==> config.mk <==
export PLATFORM = sky130hd
export DESIGN_NAME = prdac_queue
export DESIGN_NICKNAME = d
export VERILOG_FILES = /design/src/rtl/core/prdac_pkg.sv /design/src/rtl/core/prdac_queue.sv
export SDC_FILE = /design/constraint.sdc
export NUM_CORES = 1
export LEC_CHECK = 0
export CAP_MARGIN = 5
export CORE_ASPECT_RATIO = 1.2
export CORE_MARGIN = 2
export CORE_UTILIZATION = 59
export DETAILED_ROUTE_END_ITERATION = 6
export DONT_BUFFER_PORTS = 1
export PLACE_DENSITY = 0.72
export SLEW_MARGIN = 20
export SYNTH_ARGS = -nofsm -noshare
export SYNTH_HDL_FRONTEND = slang
export SYNTH_SLANG_ARGS = --single-unit
==> constraint.sdc <==
create_clock -name clk -period 3.94 [get_ports clk]
set_input_delay 0.394 -clock clk [delete_from_list [all_inputs] [get_ports clk]]
set_output_delay 0.394 -clock clk [all_outputs]
set_load 0.01 [all_outputs]
==> src/rtl/core/prdac_pkg.sv <==
// ----------------------------------------------------------------------------
// prdac_pkg
// shared types, constants and tables of the ring-fed psg attenuation dac
// ----------------------------------------------------------------------------
package prdac_pkg;

	// ring of samples, a power of two in 16..65536
	localparam int RING_DEPTH = 4096;
	localparam int RING_AW    = $clog2(RING_DEPTH);

	// entries of the queue between front and back
	localparam int QUEUE_DEPTH = 2;

	// field widths
	localparam int ADDR_W    = 12;
	localparam int SAMPLE_W  = 8;
	localparam int ELAPSED_W = 32;
	localparam int RATE_W    = 18;
	localparam int LEN_W     = 13;
	localparam int POS_W     = 12;
	localparam int WHOLE_W   = 13;
	localparam int FRAC_W    = 20;
	localparam int DUE_W     = 31;
	localparam int RING_W    = 25;
	localparam int LIN_W     = RING_W - 1;
	localparam int SUM_W     = 32;
	localparam int LEVEL_W   = 4;
	localparam int BYTE_W    = 8;

	// shared serial divider
	localparam int DIV_W  = 38;
	localparam int DSR_W  = 25;
	localparam int STEP_W = 6;

	// port widths
	localparam int S_TDATA_W  = 56;
	localparam int M_TDATA_W  = 32;
	localparam int CFG_IDX_W  = 4;
	localparam int CFG_DATA_W = 18;

	localparam logic [FRAC_W-1:0] US_PER_SEC    = 20'd1000000;
	localparam logic [RATE_W-1:0] RATE_RESET    = 18'd8000;
	localparam logic [LEN_W-1:0]  SEG_LEN_RESET = 13'd1024;
	localparam logic [LEN_W-1:0]  SEG_CNT_RESET = 13'd4;
	localparam logic [LEN_W-1:0]  LEN_MAX       = 13'd4096;
	localparam logic [BYTE_W-1:0] PSG_ATTEN_CMD = 8'h90;
	localparam logic [BYTE_W-1:0] DONE_MAX      = 8'd255;

	// item kinds
	localparam logic FUNC_WRITE = 1'b0;
	localparam logic FUNC_TICK  = 1'b1;

	typedef enum logic [CFG_IDX_W-1:0] {
		REG_SAMPLE_RATE = 4'd0,
		REG_SEG_LEN     = 4'd1,
		REG_SEG_CNT     = 4'd2,
		REG_ENABLE      = 4'd3
	} cfg_reg_t;

	typedef struct packed {
		logic                 func;
		logic [ADDR_W-1:0]    sample_address;
		logic [SAMPLE_W-1:0]  sample_value;
		logic [ELAPSED_W-1:0] elapsed_us;
	} op_t;

	typedef struct packed {
		logic [RATE_W-1:0] sample_rate;
		logic [LEN_W-1:0]  seg_len_raw;
		logic [LEN_W-1:0]  seg_len;
		logic [LEN_W-1:0]  seg_cnt;
		logic              enable;
	} cfg_t;

	typedef struct packed {
		logic              start;
		logic [DIV_W-1:0]  dividend;
		logic [DSR_W-1:0]  divisor;
		logic [STEP_W-1:0] steps;
	} div_req_t;

	typedef struct packed {
		logic             done;
		logic [DIV_W-1:0] quo;
		logic [DSR_W-1:0] rmd;
	} div_rsp_t;

	// attenuation levels, index 15 is silence
	localparam logic [0:15][11:0] ATTEN_LEVELS = '{
		12'h0ff0, 12'h0cb0, 12'h0a10, 12'h0800,
		12'h0650, 12'h0500, 12'h0400, 12'h0330,
		12'h0280, 12'h0200, 12'h0190, 12'h0140,
		12'h0100, 12'h00c0, 12'h00a0, 12'h0000
	};

	typedef logic [0:255][LEVEL_W-1:0] level_lut_t;

	// (s * 0xff0 + 127) / 255 is exactly 16 * s, so the target is s << 4;
	// nearest level, lowest index on a tie
	function automatic level_lut_t build_level_lut();
		level_lut_t  lut;
		logic [12:0] target;
		logic [12:0] lv;
		logic [12:0] err;
		logic [12:0] best_err;
		logic [3:0]  best;
		for (int s = 0; s < 256; s++) begin
			target   = 13'(s * 16);
			best     = 4'd15;
			best_err = '1;
			for (int i = 0; i < 16; i++) begin
				lv  = 13'(ATTEN_LEVELS[i]);
				err = (lv > target) ? (lv - target) : (target - lv);
				if (err < best_err) begin
					best_err = err;
					best     = 4'(i);
				end
			end
			lut[s] = best;
		end
		return lut;
	endfunction

	localparam level_lut_t LEVEL_LUT = build_level_lut();

	function automatic logic [LEN_W-1:0] clamp_len(input logic [LEN_W-1:0] v);
		logic [LEN_W-1:0] r;
		r = v;
		if (v == '0) begin
			r = LEN_W'(1);
		end else if (v > LEN_MAX) begin
			r = LEN_MAX;
		end
		return r;
	endfunction

endpackage

==> src/rtl/core/prdac_queue.sv <==
// ----------------------------------------------------------------------------
// prdac_queue
// short register queue between front and back
// ----------------------------------------------------------------------------
module prdac_queue import prdac_pkg::*; (
	input  logic clk,
	input  logic arst_n,
	input  logic push,
	input  op_t  push_data,
	output logic full,
	input  logic pop,
	output op_t  pop_data,
	output logic valid
);

	localparam int PTR_W = (QUEUE_DEPTH > 1) ? $clog2(QUEUE_DEPTH) : 1;
	localparam int CNT_W = $clog2(QUEUE_DEPTH + 1);

	op_t              slots_q [QUEUE_DEPTH];
	logic [PTR_W-1:0] wr_ptr_q;
	logic [PTR_W-1:0] rd_ptr_q;
	logic [CNT_W-1:0] count_q;

	function automatic logic [PTR_W-1:0] ptr_inc(input logic [PTR_W-1:0] p);
		logic [PTR_W-1:0] r;
		r = (p == PTR_W'(QUEUE_DEPTH - 1)) ? '0 : p + PTR_W'(1);
		return r;
	endfunction

	assign full     = (count_q == CNT_W'(QUEUE_DEPTH));
	assign valid    = (count_q != '0);
	assign pop_data = slots_q[rd_ptr_q];

	always_ff @(posedge clk) begin
		if (push) begin
			slots_q[wr_ptr_q] <= push_data;
		end
	end

	always_ff @(posedge clk or negedge arst_n) begin
		if (!arst_n) begin
			wr_ptr_q <= '0;
			rd_ptr_q <= '0;
			count_q  <= '0;
		end else begin
			if (push) begin
				wr_ptr_q <= ptr_inc(wr_ptr_q);
			end
			if (pop) begin
				rd_ptr_q <= ptr_inc(rd_ptr_q);
			end
			case ({push, pop})
				2'b10:   count_q <= count_q + CNT_W'(1);
				2'b01:   count_q <= count_q - CNT_W'(1);
				default: count_q <= count_q;
			endcase
		end
	end

endmodule

== After elaboration in Yosys (flattened, before gate mapping) ==
Memory sizes are Yosys's and may differ from the RTL's.
Index checks and enable logic that the tools add are counted.

* Register bits: 4
* Memory bits (writable): 106
* Memories: 1

* Add/sub/neg operators: 4
* Eq/ne operators: 3
* Muxes and demuxes: 5
* Reductions and logical operators: 2

{| class="wikitable"
|+ Memory list
! name !! depth !! width !! read ports !! clocked after memory_dff !! write ports !! RTL line !! source
|-
| slots_q || 2 || 53 || 1 || 0 || 1 || prdac_queue.sv:19 || <nowiki>op_t slots_q [QUEUE_DEPTH];</nowiki>
|}

{| class="wikitable"
|+ Operators with widths
! cell !! number
|-
| equality test 2 bit (second input constant) || 2
|-
| two-way mux 1 bit || 4
|-
| one-hot mux 2 bit (2 select lines) || 1
|-
| nonzero test 2 bit || 2
|-
| adder 1 bit (second input constant) || 2
|-
| adder 2 x 1 -> 2 bit (second input constant) || 1
|-
| equality test 2 x 1 -> 1 bit (second input constant) || 1
|-
| subtractor 2 x 1 -> 2 bit (second input constant) || 1
|}

== Logic depth before layout (Yosys ltp) ==
* Word-level depth: 2
* Mapped depth: 5
* Mapped depth without buffers: 5

== Least setup slack after synthesis ==
No wires, ideal clock.

* Path kind: input to register
* From: input push
* To: memory slots_q[0][0] (netlist name), enable pin
* Library setup time: 0.465 ns
* Arrival time: 2.677 ns
* Slack: 0.798 ns
* Stages: 2
* Cell sequence: inv_1 nor2_1

* Cells in the longest elaborated chain, start to end: 2

{| class="wikitable"
|+ Ends and longest elaborated chain
! what !! RTL line !! source
|-
| start: declaration || prdac_queue.sv:8 || <nowiki>input logic push,</nowiki>
|-
| two-way mux 1 bit || prdac_queue.sv:35 || <nowiki>if (push) begin</nowiki>
|-
| two-way mux 1 bit (not written as such) || prdac_queue.sv:36 || <nowiki>slots_q[wr_ptr_q] <= push_data;</nowiki>
|-
| end: declaration || prdac_queue.sv:19 ||
|}

Every way passes these cells.

==> flow_summary_export.csv <==
group,metric,value,unit
clocking,cts_sinks,110,
power,power_switching,879,µW
global_route,first_global_vias,1717,
synthesis,synth.area.top_cells,"edfxtp_1 (75%), mux2_4 (17%), buf_12 (2.3%), dfrtp_1 (2.3%), mux2_2 (1.1%)",
global_route,grt_pass1_wl,8.67,mm
synthesis,yosys.area.top_type,"edfxtp_1",
clocking,clock-root-buffer,"clkbuf_8",
synthesis,syn_nets,239,
detailed_routing,drtPass1Iterations,4,
clocking,cts_hold_buffers,1,
floorplan,die_x,81.6,µm
worst_setup_path,crit_cells,1,
timing,rsz0062_at_grt,"false",
timing,relSlewSlack,36.2,%
synthesis,async_flop_share,3.64,%
run_status,status,"finished clean",
final_layout,diodes,0,
worst_setup_path,crit_end,"pop_data[32]",
worst_setup_path,cp-start-kind,"flop",
worst_setup_path,path_class,"reg -> out",
floorplan,boundaryPins,112,
placed_design,placed_cells,264,
synthesis,ys_ff_latch,110,
final_layout,nets,247,
worst_setup_path,crit_family,"flip-flops",
placed_design,gp_congestion,0.639,
placed_design,hpwl,4.03,mm
global_route,grt_util_all_layers,15.4,%
global_route,grt_max_degree,55,
worst_setup_path,critPathArrivalTime,1.91,ns
hold_path,hp-class,"in -> reg",
power,internal_power,2350,µW
detailed_routing,initialDrtViolationCount,68,
power,max-vdd-ir-drop,0.362,mV
synthesis,avgSynthCellArea,23.5,µm²
timing,setup_viol,0,
synthesis,ys_seq_area_share,77.0,%
power,switching_share,27.3,%
clocking,cts_buffer_depth,2,
worst_setup_path,path_cells,"mux2_2",
synthesis,yosysWarnings,0,
power,leakage,0.00162,µW
worst_setup_path,reg2reg_slack,2.07,ns
synthesis,synth_top_area_share,74.7,%
clocking,clkSlewWorstSetupHoldPaths,0.08,ns
final_layout,drive_gt1_share,36.8,%
floorplan,num_rows,33,
timing,fin_crit,2.30,ns
worst_setup_path,cp_num_buf_inv,0,
clocking,cts_resized,0,
clocking,cts_setup_buffers,0,
worst_setup_path,required,3.55,ns
clocking,insertion_delay,0.35,ns
synthesis,synth_common_cells,"edfxtp_1 (106), mux2_4 (49), buf_12 (5)",
power,power.share.sequential,54.7,%
final_layout,fin_util,65.0,%
worst_setup_path,r2r_end,"slots_q[0][52]",
worst_setup_path,startpoint,"rd_ptr_q",
timing,post-route-period-util,58.5,%
worst_setup_path,slowest_stage,"dfrtp_4",
worst_setup_path,r2r_cells,2,
detailed_routing,ant_nets,0,
power,pwr-share-clk,20.8,%
detailed_routing,totalWireLength,5.80,mm
synthesis,netlist_area,4260,µm²
floorplan,core,6940,µm²
worst_setup_path,reg2reg_from,"wr_ptr_q",
timing,worst_pin_slew,0.958,ns
power,comb_power_share,24.6,%
flow_run,max-cap-violations,0,
synthesis,synth_most_common_cell,"edfxtp_1",
worst_setup_path,crit_fanout,54,
power,powerDensity,715,nW/µm²
global_route,grt_overflow_total,0,
timing,tns,0,ns
clocking,cts_tree,"built",
clocking,htree_levels,3,
worst_setup_path,end_kind,"output pin",
final_layout,fin_cells,280,
timing,finClkSkew,0.00554,ns
detailed_routing,wire_per_inst,20.7,µm
synthesis,postSynth.topFlopCell,"edfxtp_1",
power,power,3220,µW
floorplan,start_util,61.4,%
synthesis,synthCells,181,
floorplan,die_h,97.1,µm
floorplan,die_area,7920,µm²
clocking,cts_made_buffers,9,
timing,clock.fmax,0.434,GHz
synthesis,synth_edf_count,106,
global_route,antenna_found_initial,0,
placed_design,io_buffers,0,
synthesis,synth_cell_type_count,14,
final_layout,area_growth,5.87,%
detailed_routing,dr_total_vias,1572,
detailed_routing,drc,0,
worst_setup_path,cp_slowest_stage_delay,1.03,ns
detailed_routing,viasPerCell,5.61,
timing,hold_viol_final,0,
timing,slew_violations,0,
[routing by layer]
metal,part of all wire [%],vias to the layer above,global-route usage (%)
met4,1.6,0,7.69
met2,55,67,27.2
met5,0,-,0
met3,11,8,6.51
met1,32,781,14.8
li1,-,716,-
[final cells by class]
class / count / area [µm²]
Clock buffer: 10 / 128
Clock inverter: 5 / 75.1
Fill cell: 463 / 2420
Inverter: 1 / 3.75
Multi-Input combinational cell: 64 / 872
Sequential cell: 110 / 3290
Tap cell: 87 / 109
Timing Repair Buffer: 3 / 37.5
[state kept, by name, indices dropped and copies added (netlist names)]
name      cells
rd_ptr_q      1
wr_ptr_q      1
count_q       2
slots_q     106
[metrics by stage]
| step | setup slack (ns) | instance area, µm² | hold slack [ns] |
|---|---|---|---|
| after floorplan | 0.798 | 4260 | 0.0984 |
| after CTS | 1.61 | 4510 | 0.100 |
| after detailed placement | 2.01 | 4300 | 0.0986 |
| after global placement | 2.05 | 4280 | 0.0986 |
| after global routing | 1.54 | 4510 | 0.110 |
| final | 1.64 | 4510 | 0.123 |
[cell families after synthesis]
group / synth area share (%)
adders and majority gates: 0.294
muxes: 18.3
and+or+nand+nor: 0.617
DFF: 77.0
buffers and inverters: 2.70
xor gates and xnor gates: 1.03
[placed cells by master (no fill, tap or decap)]
master         netlist  routed
edfxtp_1           106     106
mux2_4              49      49
clkbuf_8             0       9
mux2_2               4       4
xor2_1               3       3
dfrtp_1              4       3
xnor2_1              2       2
clkinv_1             0       2
bufinv_16            0       2
or2_2                1       1
inv_1                1       1
and2_2               0       1
nor2b_1              1       1
nor2_4               0       1
nor2_1               2       1
ha_1                 1       1
clkinvlp_4           0       1
clkbuf_1             0       1
dlygate4sd3_1        0       1
buf_12               5       1
buf_4                0       1
dfrtp_4              0       1
[power by group through the flow]
stage          Clock [µW]  Sequential (µW)  Combinational (µW)
6_report              670             1760                 792
3_3_place_gp            0             1780                 780
2_1_floorplan           0             1640                 920
5_1_grt               730             1800                 847
4_1_cts               688             1770                 810
3_5_place_dp            0             1800                 805
[worst min path at each step]
stage	from	end	depth (start not counted)
final	pop	rd_ptr_q	1
after CTS	pop	rd_ptr_q	1
after global placement	arst_n	count_q[1]	0
after global routing	push_data[16]	slots_q[0][16]	0
after floorplan	arst_n	count_q[0]	0
after detailed placement	arst_n	count_q[0]	0
(Power assumes the default switching activity.)
